===== src/sv/mtd_pkg.sv =====
// Package: shared types and codes for the multirate task dispatcher.
`timescale 1ns / 1ps
package mtd_pkg;

  localparam int ACTION_W = 4;
  localparam int SLOT_W   = 4;
  localparam int PERIOD_W = 24;
  localparam int TICK_W   = 16;
  localparam int CALLS_W  = 16;
  localparam int KIND_W   = 2;
  localparam int ERR_W    = 2;

  localparam logic [ACTION_W-1:0] ACT_TICK       = 4'd0;
  localparam logic [ACTION_W-1:0] ACT_START      = 4'd1;
  localparam logic [ACTION_W-1:0] ACT_STOP       = 4'd2;
  localparam logic [ACTION_W-1:0] ACT_PAUSE      = 4'd3;
  localparam logic [ACTION_W-1:0] ACT_RESUME     = 4'd4;
  localparam logic [ACTION_W-1:0] ACT_SAVE_PAUSE = 4'd5;
  localparam logic [ACTION_W-1:0] ACT_FREEZE_ALL = 4'd6;
  localparam logic [ACTION_W-1:0] ACT_RESUME_ALL = 4'd7;
  localparam logic [ACTION_W-1:0] ACT_SET_PERIOD = 4'd8;

  localparam logic [KIND_W-1:0] KIND_ACK  = 2'd0;
  localparam logic [KIND_W-1:0] KIND_RUN  = 2'd1;
  localparam logic [KIND_W-1:0] KIND_DONE = 2'd2;
  localparam logic [KIND_W-1:0] KIND_ERR  = 2'd3;

  localparam logic [ERR_W-1:0] ERR_NONE       = 2'd0;
  localparam logic [ERR_W-1:0] ERR_NO_SLOT    = 2'd1;
  localparam logic [ERR_W-1:0] ERR_NOT_ACTIVE = 2'd2;

  typedef struct packed {
    logic [ACTION_W-1:0] action;
    logic [SLOT_W-1:0]   slot;
    logic [PERIOD_W-1:0] period;
    logic                frame;
    logic                spause;
    logic [TICK_W-1:0]   ticks;
  } cmd_t;

  typedef struct packed {
    logic [KIND_W-1:0]   kind;
    logic [SLOT_W-1:0]   rslot;
    logic [CALLS_W-1:0]  calls;
    logic [PERIOD_W-1:0] oldp;
    logic [ERR_W-1:0]    err;
    logic                last;
  } res_t;

  typedef enum logic [2:0] {
    ST_IDLE, ST_CMD, ST_SCAN, ST_READ, ST_DIV, ST_EMIT, ST_DONE
  } exec_state_t;

endpackage


===== src/sv/mtd_ram.sv =====
// Generic single-port-write RAM with registered read.
`timescale 1ns / 1ps
module mtd_ram #(
  parameter int WIDTH = 24,
  parameter int DEPTH = 16
) (
  input  logic                     clk,
  input  logic                     we,
  input  logic [$clog2(DEPTH)-1:0] waddr,
  input  logic [WIDTH-1:0]         wdata,
  input  logic [$clog2(DEPTH)-1:0] raddr,
  output logic [WIDTH-1:0]         rdata
);
  logic [WIDTH-1:0] mem [DEPTH];

  always_ff @(posedge clk) begin
    if (we) begin
      mem[waddr] <= wdata;
    end
    rdata <= mem[raddr];
  end
endmodule


===== src/sv/mtd_front.sv =====
// Front end: input transaction accept and command queue.
`timescale 1ns / 1ps
module mtd_front #(
  parameter int DEPTH = 2
) (
  input  logic                          clk,
  input  logic                          rst_n,
  input  logic                          in_valid,
  output logic                          in_ready,
  input  mtd_pkg::cmd_t                 in_cmd,
  output logic                          q_valid,
  input  logic                          q_pop,
  output mtd_pkg::cmd_t                 q_cmd
);
  import mtd_pkg::*;

  localparam int AW = (DEPTH > 1) ? $clog2(DEPTH) : 1;

  cmd_t          buf_r [DEPTH];
  logic [AW-1:0] wp_r, wp_nxt, rp_r, rp_nxt;
  logic [AW:0]   cnt_r, cnt_nxt;
  logic          push;

  assign in_ready = (cnt_r != AW'(0) + (AW+1)'(DEPTH));
  assign push     = in_valid && in_ready;
  assign q_valid  = (cnt_r != '0);
  assign q_cmd    = buf_r[rp_r];

  always_comb begin
    wp_nxt  = wp_r;
    rp_nxt  = rp_r;
    cnt_nxt = cnt_r;
    if (push) begin
      wp_nxt = (wp_r == AW'(DEPTH - 1)) ? '0 : wp_r + 1'b1;
    end
    if (q_pop) begin
      rp_nxt = (rp_r == AW'(DEPTH - 1)) ? '0 : rp_r + 1'b1;
    end
    if (push && !q_pop) begin
      cnt_nxt = cnt_r + 1'b1;
    end else if (!push && q_pop) begin
      cnt_nxt = cnt_r - 1'b1;
    end
  end

  always_ff @(posedge clk) begin
    if (!rst_n) begin
      wp_r  <= '0;
      rp_r  <= '0;
      cnt_r <= '0;
    end else begin
      wp_r  <= wp_nxt;
      rp_r  <= rp_nxt;
      cnt_r <= cnt_nxt;
    end
    if (push) begin
      buf_r[wp_r] <= in_cmd;
    end
  end
endmodule


===== src/sv/mtd_divider.sv =====
// Restoring divider, one quotient bit per cycle.
`timescale 1ns / 1ps
module mtd_divider #(
  parameter int W = 25,
  parameter int DW = 24
) (
  input  logic          clk,
  input  logic          rst_n,
  input  logic          start,
  input  logic [W-1:0]  dividend,
  input  logic [DW-1:0] divisor,
  output logic          done,
  output logic [W-1:0]  quot,
  output logic [DW-1:0] rem
);
  localparam int CW = $clog2(W + 1);

  logic [W-1:0]  q_r, q_nxt;
  logic [DW:0]   r_r, r_nxt;
  logic [DW-1:0] d_r;
  logic [CW-1:0] cnt_r, cnt_nxt;
  logic          busy_r, busy_nxt;
  logic [DW:0]   sh;

  assign quot = q_r;
  assign rem  = r_r[DW-1:0];
  assign done = busy_r && (cnt_r == '0);

  always_comb begin
    q_nxt    = q_r;
    r_nxt    = r_r;
    cnt_nxt  = cnt_r;
    busy_nxt = busy_r;
    sh       = {r_r[DW-1:0], q_r[W-1]};
    if (start) begin
      q_nxt    = dividend;
      r_nxt    = '0;
      cnt_nxt  = CW'(W);
      busy_nxt = 1'b1;
    end else if (busy_r && cnt_r != '0) begin
      if (sh >= {1'b0, d_r}) begin
        r_nxt = sh - {1'b0, d_r};
        q_nxt = {q_r[W-2:0], 1'b1};
      end else begin
        r_nxt = sh;
        q_nxt = {q_r[W-2:0], 1'b0};
      end
      cnt_nxt = cnt_r - 1'b1;
    end else if (done) begin
      busy_nxt = 1'b0;
    end
  end

  always_ff @(posedge clk) begin
    if (!rst_n) begin
      busy_r <= 1'b0;
      cnt_r  <= '0;
    end else begin
      busy_r <= busy_nxt;
      cnt_r  <= cnt_nxt;
    end
    q_r <= q_nxt;
    r_r <= r_nxt;
    if (start) begin
      d_r <= divisor;
    end
  end
endmodule


===== src/sv/mtd_back.sv =====
// Back end: slot state, command execution and tick walk.
`timescale 1ns / 1ps
module mtd_back #(
  parameter int NUM_SLOTS   = 16,
  parameter int PERIOD_BITS = 24
) (
  input  logic                          clk,
  input  logic                          rst_n,
  input  logic                          q_valid,
  output logic                          q_pop,
  input  mtd_pkg::cmd_t                 q_cmd,
  input  logic [mtd_pkg::CALLS_W-1:0]   cap,
  output logic                          out_valid,
  input  logic                          out_ready,
  output mtd_pkg::res_t                 out_res
);
  import mtd_pkg::*;

  localparam int SW = $clog2(NUM_SLOTS);
  localparam int PB = PERIOD_BITS;
  localparam int DWD = ((PB > TICK_W) ? PB : TICK_W) + 1;
  localparam logic [PB-1:0] PMAX = {PB{1'b1}};

  exec_state_t   st_r, st_nxt;
  logic [NUM_SLOTS-1:0] act_r, act_nxt, pau_r, pau_nxt, sav_r, sav_nxt;
  logic [NUM_SLOTS-1:0] frm_r, frm_nxt;
  logic [SW-1:0] idx_r, idx_nxt;
  logic          ov_r, ov_nxt;
  res_t          res_r, res_nxt;

  logic          p_we, r_we;
  logic [SW-1:0] p_wa, r_wa, rd_a;
  logic [PB-1:0] p_wd, r_wd, p_rd, r_rd;

  logic          div_start, div_done;
  logic [DWD-1:0] div_q;
  logic [PB-1:0] div_r, per_c, clamped, per_eff;
  logic [DWD-1:0] sum;

  logic [NUM_SLOTS-1:0] free_v, run_v;
  logic [SW-1:0] free_i;
  logic          free_any;
  logic          slot_ok;
  logic [SW-1:0] cslot;
  logic [CALLS_W-1:0] calls_c;
  logic          out_free;

  mtd_ram #(.WIDTH(PB), .DEPTH(NUM_SLOTS)) u_per (
    .clk(clk), .we(p_we), .waddr(p_wa), .wdata(p_wd), .raddr(rd_a), .rdata(p_rd));
  mtd_ram #(.WIDTH(PB), .DEPTH(NUM_SLOTS)) u_res (
    .clk(clk), .we(r_we), .waddr(r_wa), .wdata(r_wd), .raddr(rd_a), .rdata(r_rd));

  mtd_divider #(.W(DWD), .DW(PB)) u_div (
    .clk(clk), .rst_n(rst_n), .start(div_start), .dividend(sum), .divisor(per_eff),
    .done(div_done), .quot(div_q), .rem(div_r));

  assign out_valid = ov_r;
  assign out_res   = res_r;
  assign out_free  = !ov_r || out_ready;

  assign per_c   = (q_cmd.period > 24'(PMAX)) ? PMAX : PB'(q_cmd.period);
  assign clamped = (per_c == '0) ? PB'(1) : per_c;
  assign per_eff = (p_rd == '0) ? PB'(1) : p_rd;
  assign sum     = DWD'(r_rd) + DWD'(q_cmd.ticks);
  assign free_v  = ~act_r;
  assign run_v   = act_r & ~pau_r;
  assign cslot   = SW'(q_cmd.slot);
  assign slot_ok = (32'(q_cmd.slot) < NUM_SLOTS) && act_r[cslot];

  always_comb begin
    free_i   = '0;
    free_any = 1'b0;
    for (int i = NUM_SLOTS - 1; i >= 0; i--) begin
      if (free_v[i]) begin
        free_i   = SW'(i);
        free_any = 1'b1;
      end
    end
  end

  always_comb begin
    calls_c = (div_q > DWD'(16'hFFFF)) ? 16'hFFFF : CALLS_W'(div_q);
    if (cap != '0 && div_q > DWD'(cap)) begin
      calls_c = cap;
    end
  end

  always_comb begin
    st_nxt = st_r;
    case (st_r)
      ST_IDLE: if (q_valid) st_nxt = (q_cmd.action == ACT_TICK) ? ST_SCAN : ST_CMD;
      ST_CMD:  if (out_free) st_nxt = ST_IDLE;
      ST_SCAN: st_nxt = run_v[idx_r] ? ST_READ : ((idx_r == SW'(NUM_SLOTS - 1)) ?
                        ST_DONE : ST_SCAN);
      ST_READ: st_nxt = frm_r[idx_r] ? ST_EMIT : ST_DIV;
      ST_DIV:  if (div_done) st_nxt = ST_EMIT;
      ST_EMIT: if (out_free) st_nxt = (idx_r == SW'(NUM_SLOTS - 1)) ? ST_DONE : ST_SCAN;
      ST_DONE: if (out_free) st_nxt = ST_IDLE;
      default: st_nxt = ST_IDLE;
    endcase
  end

  always_comb begin
    act_nxt   = act_r;
    pau_nxt   = pau_r;
    sav_nxt   = sav_r;
    frm_nxt   = frm_r;
    idx_nxt   = idx_r;
    ov_nxt    = ov_r && !out_ready;
    res_nxt   = res_r;
    q_pop     = 1'b0;
    p_we      = 1'b0;
    p_wa      = cslot;
    p_wd      = clamped;
    r_we      = 1'b0;
    r_wa      = idx_r;
    r_wd      = '0;
    rd_a      = (st_r == ST_IDLE || st_r == ST_CMD) ? cslot : idx_r;
    div_start = 1'b0;
    case (st_r)
      ST_IDLE: begin
        idx_nxt = '0;
      end
      ST_CMD: begin
        if (out_free) begin
          q_pop   = 1'b1;
          ov_nxt  = 1'b1;
          res_nxt = '{KIND_ACK, '0, '0, '0, ERR_NONE, 1'b1};
          case (q_cmd.action)
            ACT_START: begin
              if (free_any) begin
                act_nxt[free_i] = 1'b1;
                pau_nxt[free_i] = q_cmd.spause;
                sav_nxt[free_i] = 1'b0;
                frm_nxt[free_i] = q_cmd.frame;
                p_we = 1'b1;
                p_wa = free_i;
                r_we = 1'b1;
                r_wa = free_i;
                res_nxt.rslot = SLOT_W'(free_i);
              end else begin
                res_nxt.kind = KIND_ERR;
                res_nxt.err  = ERR_NO_SLOT;
              end
            end
            ACT_STOP, ACT_PAUSE, ACT_RESUME, ACT_SET_PERIOD: begin
              if (!slot_ok) begin
                res_nxt.kind = KIND_ERR;
                res_nxt.err  = ERR_NOT_ACTIVE;
              end else if (q_cmd.action == ACT_STOP) begin
                act_nxt[cslot] = 1'b0;
              end else if (q_cmd.action == ACT_PAUSE) begin
                pau_nxt[cslot] = 1'b1;
              end else if (q_cmd.action == ACT_RESUME) begin
                pau_nxt[cslot] = 1'b0;
              end else begin
                p_we = 1'b1;
                res_nxt.oldp = PERIOD_W'(p_rd);
              end
            end
            ACT_SAVE_PAUSE: sav_nxt = (sav_r & ~act_r) | (pau_r & act_r);
            ACT_FREEZE_ALL: begin
              sav_nxt = (sav_r & ~act_r) | (pau_r & act_r);
              pau_nxt = pau_r | act_r;
            end
            ACT_RESUME_ALL: pau_nxt = (pau_r & ~act_r) | (sav_r & act_r);
            default: ;
          endcase
        end
      end
      ST_SCAN: begin
        if (!run_v[idx_r] && idx_r != SW'(NUM_SLOTS - 1)) begin
          idx_nxt = idx_r + 1'b1;
        end
      end
      ST_READ: begin
        div_start = !frm_r[idx_r];
      end
      ST_DIV: ;
      ST_EMIT: begin
        if (out_free) begin
          ov_nxt  = 1'b1;
          r_we    = 1'b1;
          res_nxt = '{KIND_RUN, SLOT_W'(idx_r), calls_c, '0, ERR_NONE, 1'b0};
          if (frm_r[idx_r]) begin
            r_wd          = p_rd - 1'b1;
            res_nxt.calls = CALLS_W'(1);
          end else begin
            r_wd = div_r;
          end
          if (idx_r != SW'(NUM_SLOTS - 1)) begin
            idx_nxt = idx_r + 1'b1;
          end
        end
      end
      ST_DONE: begin
        if (out_free) begin
          q_pop   = 1'b1;
          ov_nxt  = 1'b1;
          res_nxt = '{KIND_DONE, '0, '0, '0, ERR_NONE, 1'b1};
        end
      end
      default: ;
    endcase
  end

  always_ff @(posedge clk) begin
    if (!rst_n) begin
      st_r  <= ST_IDLE;
      act_r <= '0;
      pau_r <= '0;
      sav_r <= '0;
      frm_r <= '0;
      idx_r <= '0;
      ov_r  <= 1'b0;
    end else begin
      st_r  <= st_nxt;
      act_r <= act_nxt;
      pau_r <= pau_nxt;
      sav_r <= sav_nxt;
      frm_r <= frm_nxt;
      idx_r <= idx_nxt;
      ov_r  <= ov_nxt;
    end
    res_r <= res_nxt;
  end
endmodule


===== src/sv/multirate_task_dispatcher.sv =====
// Top level of the multirate task dispatcher.
`timescale 1ns / 1ps
// Usage:
//  Input channel in_valid/in_ready carries one command transaction (tick,
//  start, stop, pause, resume, save_pause, freeze_all, resume_all,
//  set_period). Output channel out_valid/out_ready returns result
//  transactions; out_last marks the final one of each command.
//  A two-entry command queue decouples accept from execution, so commands
//  are taken while the back end works or the receiver stalls.
//  Non-tick commands go from the queue through ST_CMD to a registered result.
//  Tick: the walk passes idle slots in ST_SCAN, emits once-per-frame slots
//  from ST_READ without the divider, and sends every other running slot
//  through the shared bit-serial divider in ST_DIV before ST_EMIT; a
//  tick-done result ends the walk.
//  cfg_we writes max_calls_per_tick at once; write only when idle.
//  Reset (rst_n low, synchronous) frees all slots, empties the queue and
//  clears the cap. Period and residual RAMs are not cleared; start writes
//  them before use. An output stall holds the result and halts the walk.
module multirate_task_dispatcher #(
  parameter int NUM_SLOTS   = 16,
  parameter int PERIOD_BITS = 24
) (
  input  logic        clk,
  input  logic        rst_n,
  input  logic        in_valid,
  output logic        in_ready,
  input  logic [3:0]  in_action,
  input  logic [3:0]  in_slot,
  input  logic [23:0] in_period_ticks,
  input  logic        in_once_per_frame,
  input  logic        in_start_paused,
  input  logic [15:0] in_tick_count,
  output logic        out_valid,
  input  logic        out_ready,
  output logic [1:0]  out_kind,
  output logic [3:0]  out_result_slot,
  output logic [15:0] out_call_count,
  output logic [23:0] out_old_period,
  output logic [1:0]  out_error_code,
  output logic        out_last,
  input  logic        cfg_we,
  input  logic [15:0] cfg_wdata
);
  import mtd_pkg::*;

  cmd_t               in_cmd, q_cmd;
  res_t               res;
  logic               q_valid, q_pop;
  logic [CALLS_W-1:0] cap_r;

  assign in_cmd = '{in_action, in_slot, in_period_ticks, in_once_per_frame,
                    in_start_paused, in_tick_count};

  always_ff @(posedge clk) begin
    if (!rst_n) begin
      cap_r <= '0;
    end else if (cfg_we) begin
      cap_r <= cfg_wdata;
    end
  end

  mtd_front #(.DEPTH(2)) u_front (
    .clk(clk), .rst_n(rst_n), .in_valid(in_valid), .in_ready(in_ready),
    .in_cmd(in_cmd), .q_valid(q_valid), .q_pop(q_pop), .q_cmd(q_cmd));

  mtd_back #(.NUM_SLOTS(NUM_SLOTS), .PERIOD_BITS(PERIOD_BITS)) u_back (
    .clk(clk), .rst_n(rst_n), .q_valid(q_valid), .q_pop(q_pop), .q_cmd(q_cmd),
    .cap(cap_r), .out_valid(out_valid), .out_ready(out_ready), .out_res(res));

  assign out_kind        = res.kind;
  assign out_result_slot = res.rslot;
  assign out_call_count  = res.calls;
  assign out_old_period  = res.oldp;
  assign out_error_code  = res.err;
  assign out_last        = res.last;
endmodule


===== config.mk =====
export PLATFORM = sky130hd
export DESIGN_NAME = multirate_task_dispatcher
export DESIGN_NICKNAME = d
export VERILOG_FILES = /design/src/sv/mtd_pkg.sv /design/src/sv/mtd_ram.sv /design/src/sv/mtd_front.sv /design/src/sv/mtd_divider.sv /design/src/sv/mtd_back.sv /design/src/sv/multirate_task_dispatcher.sv
export SDC_FILE = /design/constraint.sdc
export NUM_CORES = 2
export LEC_CHECK = 0
export ABC_AREA = 1
export ABC_CLOCK_PERIOD_IN_PS = 4090
export CAP_MARGIN = 20
export CORE_ASPECT_RATIO = 1.2
export CORE_MARGIN = 5
export CORE_UTILIZATION = 47
export DETAILED_ROUTE_END_ITERATION = 8
export DONT_BUFFER_PORTS = 1
export GPL_TIMING_DRIVEN = 1
export PLACE_DENSITY = 0.61
export RECOVER_POWER = 100
export SYNTH_ARGS = -nofsm -noshare
export SYNTH_HDL_FRONTEND = slang
export SYNTH_SLANG_ARGS = --single-unit

===== constraint.sdc =====
create_clock -name clk -period 4.09 [get_ports clk]
set_input_delay 0.2045 -clock clk [delete_from_list [all_inputs] [get_ports clk]]
set_output_delay 0.2045 -clock clk [all_outputs]
set_load 0.02 [all_outputs]

==> qor.yml <==
overflow: 0
critical_path_class: "register to register"
clockRootBuffer: "clkbuf_16"
worst_r2r_startpoint: "u_back.idx_r[0]"
grt_antenna_before_repair: 7
num_vias: 34580
clock.fmax_ghz: 0.2505
vdd_drop_max_mv: 0.4955
synth.net_count: 4520
register_area_mm2: 0.03243
synthDominantAreaCellType: "edfxtp_1"
finalHoldViolations: 0
postSynth.topFlopCell: "edfxtp_1"
sum_of_negative_setup_slack_ns: 0
design.core.area_mm2: 0.1031
critPathTopFamily: "buffers and inverters"
critical_path_peak_fanout: 21
worst_r2r_endpoint: "u_back.u_res.mem[4][4]"
synth.yosys.warnings: 0
ff2ff_path_depth: 13
placed_area_mm2: 0.05120
synth.top_cells.by_area: "edfxtp_1 59%, dfxtp_1 7.0%, nor2_1 5.2%"
timing_worst_slew_pin_value_ns: 2.777
internal_reg_to_reg_setup_slack_ns: 0.1
power.density_cell_area_mw_per_mm2: 731.2
gp_congestion: 0.9311
detail_route.iter0.violations: 4238
post_synth_num_cell_types: 62
wl_per_cell_um: 22.89
cts_max_path_buffers: 3
worst_hold_startpoint: "cfg_we"
timing.critical_path.slowest_cell_delay_ns: 0.84
cts_tree: "done"
drt.antenna.violating_nets: 0
critical_path.endpoint_type: "register"
worst_clock_skew_ns: 0.02412
synth_top_cell_area_share: 0.5940
worstPathBufferInverterCount: 6
post-route-min-period_ns: 3.993
synth_sequential_area_ratio: 0.6641
min_path_cells: 2
rsz0062_at_grt: "no"
cp_cell_sequence: "inv_1 -> buf_4 -> o21ai_0 -> o21ai_0 -> nand3_1 -> nand2_1 -> inv_1 -> nand2_1 -> inv_1 -> clkbuf_1 -> a311oi_1 -> a211oi_1 -> clkbuf_2"
min_to: "cap_r[3]"
horizontal_extent_of_the_die_um: 304.3
min_path_type: "input pin to register"
mean_post_synth_cell_area_um2: 11.13
worst_skew_pair.late_latency_ns: 0.70
drc: 0
final_min_period_over_clock_period: 0.9762
clk_transition_reported_paths_ns: 0.06
syn_area_mm2: 0.04884
port_buffers: 0
cts.htree.levels: 3
layout.nets: 4639
area_growth_pct: 14.70
detail_route.wirelength_um: 136800
fill_cells: 8744
final_max_slew_viol_count: 79
cp_slowest_cell: "clkbuf_1"
synth-async-reset-ratio: 0
post-route-cell-area_mm2: 0.05602
pin_count_of_the_biggest_net_entering_global_routing: 122
max_cap_violations: 3
run_status: "finished, violations left"
count_of_flip_flops_with_a_built_in_enable_after_synthesis: 966
drt-pass1-iter-count: 7
power.static_leakage_nw: 19.60
critPathMostFrequentCell: "inv_1"
die-height_um: 363.1
first_global_vias: 32580
critical_path_required_ns: 4.53
cts-buffers-inserted: 111
gr_util_all_layers: 0.2376
failed_checks: "max-capacitance violations, max-slew violations"
setup-violations-final: 0
post_route_cells_drive_above_1_share: 0.08618
grt_pass1_wl_um: 203200
cts_sinks: 1137
starting_density: 0.4735
fp-row-count: 129
postSynthCellCount: 4386
die_area_mm2: 0.1105
headroom_to_the_max_slew_limit: -0.8582
crit_path_start_kind: "register"
area_used_by_multi_input_combinational_logic_mm2: 0.01465
boundaryPins: 122
hpwlAfterDp_um: 88840
ys_seq_elements: 1137
vias_per_cell: 5.786
data_arrival_time_of_the_critical_path_ns: 4.44
[metal layers]
| metal | wire [um] | GRT usage | up-vias |
|---|---|---|---|
| li1 | - | - | 16010 |
| met5 | 13 | 0 | - |
| met4 | 3256 | 0.06530 | 2 |
| met1 | 58440 | 0.3371 | 16910 |
| met2 | 65040 | 0.3909 | 1441 |
| met3 | 10070 | 0.03198 | 216 |
[cell usage after synthesis, types with 77 or more instances]
cell type and instances:
nor3_1 100, dfxtp_1 171, mux2i_1 97, inv_1 253, o21ai_0 491, o221ai_1 77, nor2_1 679, nand2_1 531
a21oi_1 218, o22ai_1 87, edfxtp_1 966, clkbuf_1 211
[cell type report]
cell class / count / share of cell area
flip-flops and latches: 1137 / 0.5790
multi-input cells: 2736 / 0.2614
clock buffers: 134 / 0.05316
repair buffers: 249 / 0.04085
well taps: 1375 / 0.03071
inverters: 270 / 0.01823
clock inverters: 69 / 0.01637
diodes: 6 / 0.0002680
[power by group]
part	internal, W	switching [W]	total [W]
Combinational	0.00444	0.0110	0.0154
Sequential	0.0140	0.000781	0.0147
Clock	0.00639	0.00441	0.0108
Total	0.0248	0.0162	0.0410
[state kept, by name (all words and copies together), names as in the netlist, 2 cells and up, named ones only]
| register | flops |
|---|---|
| u_back.u_per.rdata | 24 |
| u_front.buf_r | 100 |
| u_back.u_div.cnt_r | 5 |
| u_back.u_per.mem | 384 |
| u_back.act_r | 16 |
| u_back.st_r | 3 |
| u_back.u_div.r_r | 24 |
| u_back.out_res | 49 |
| u_back.idx_r | 4 |
| u_back.u_res.rdata | 24 |
| u_back.u_res.mem | 384 |
| u_front.cnt_r | 2 |
| cap_r | 16 |
| u_back.frm_r | 16 |
| u_back.pau_r | 16 |
| u_back.u_div.d_r | 24 |
| u_back.u_div.quot | 25 |
[how the worst max path moves through the flow]
| stage | start | to | slack (ns) | cells past startpoint |
|---|---|---|---|---|
| after floorplan | register | u_back.u_per.mem[14][0] | 0.52 | 18 |
| after global placement | register | u_back.u_res.mem[15][14] | 0.17 | 16 |
| after detailed placement | register | u_back.u_per.mem[14][9] | 0.06 | 15 |
| after CTS | register | u_back.u_per.mem[14][5] | 0.03 | 15 |
| after global routing | register | u_back.u_res.mem[7][15] | 0.006 | 16 |
| final | u_back.idx_r[0] | u_back.u_res.mem[4][4] | 0.1 | 13 |
[worst reg2reg max path, stage by stage, from the launching register on]
cell and delay, ns:
dfxtp_1 0.39, inv_1 0.09, buf_4 0.19, o21ai_0 0.35, o21ai_0 0.14, nand3_1 0.08
nand2_1 0.07, inv_1 0.06, nand2_1 0.30, inv_1 0.24, clkbuf_1 0.84, a311oi_1 0.12
a211oi_1 0.41, clkbuf_2 0.44
[cell families after synthesis]
family / Yosys count / synth area share
xor gates and xnor gates: 48 / 0.008608
muxes: 97 / 0.01988
and+or+nand+nor: 1466 / 0.1228
AOI/OAI and AO/OA: 1055 / 0.1271
buffers and inverters: 520 / 0.04114
adders and majority gates: 63 / 0.01645
DFF: 1137 / 0.6641
[cells in the final DEF, fill, tap and decap left out, types with 7 or more instances in the layout]
cell	instances
ha_1	61
or2_2	7
a22oi_1	9
mux2i_1	97
clkbuf_4	10
buf_6	10
a31oi_1	19
edfxtp_1	966
o21ai_0	490
nor3_1	100
inv_1	254
dfxtp_1	170
clkinv_1	24
inv_2	11
nor4_1	14
a21oi_1	219
nand3_1	72
clkbuf_1	50
o221ai_1	77
clkbuf_16	114
clkbuf_2	26
clkinv_2	18
buf_12	31
nor2_4	23
nor2_1	661
nand2_2	17
o21bai_1	7
nand2_1	524
dlygate4sd3_1	71
nor2_2	7
xnor2_1	20
buf_4	62
o32ai_1	44
nand4_1	32
bufinv_16	19
xor2_1	28
o211ai_1	50
o22ai_1	87
[repair_timing]
item | CTS | global route
hold buffers | 72 | 0
gates resized for setup | 0 | 35
buffers inserted | 0 | 43
endpoints found under the hold margin | 195 | 0
setup endpoints to repair | 0 | 692
[through the flow]
step                      hold slack [ns]  utilization  total power, W  setup WS (ns)  instances
final                             0.09183       0.5431         0.04096        0.09744       5976
after global routing               0.1264       0.5431         0.04304       0.006037       5973
after CTS                         0.03710       0.5413         0.04116        0.03302       5919
after detailed placement           0.3035       0.4964         0.03026        0.06083       5644
after global placement             0.3035       0.4964         0.03017         0.1685       5644
after floorplan                    0.3034            -         0.02429         0.5182       4386
Power figures use the tool's default switching activity.
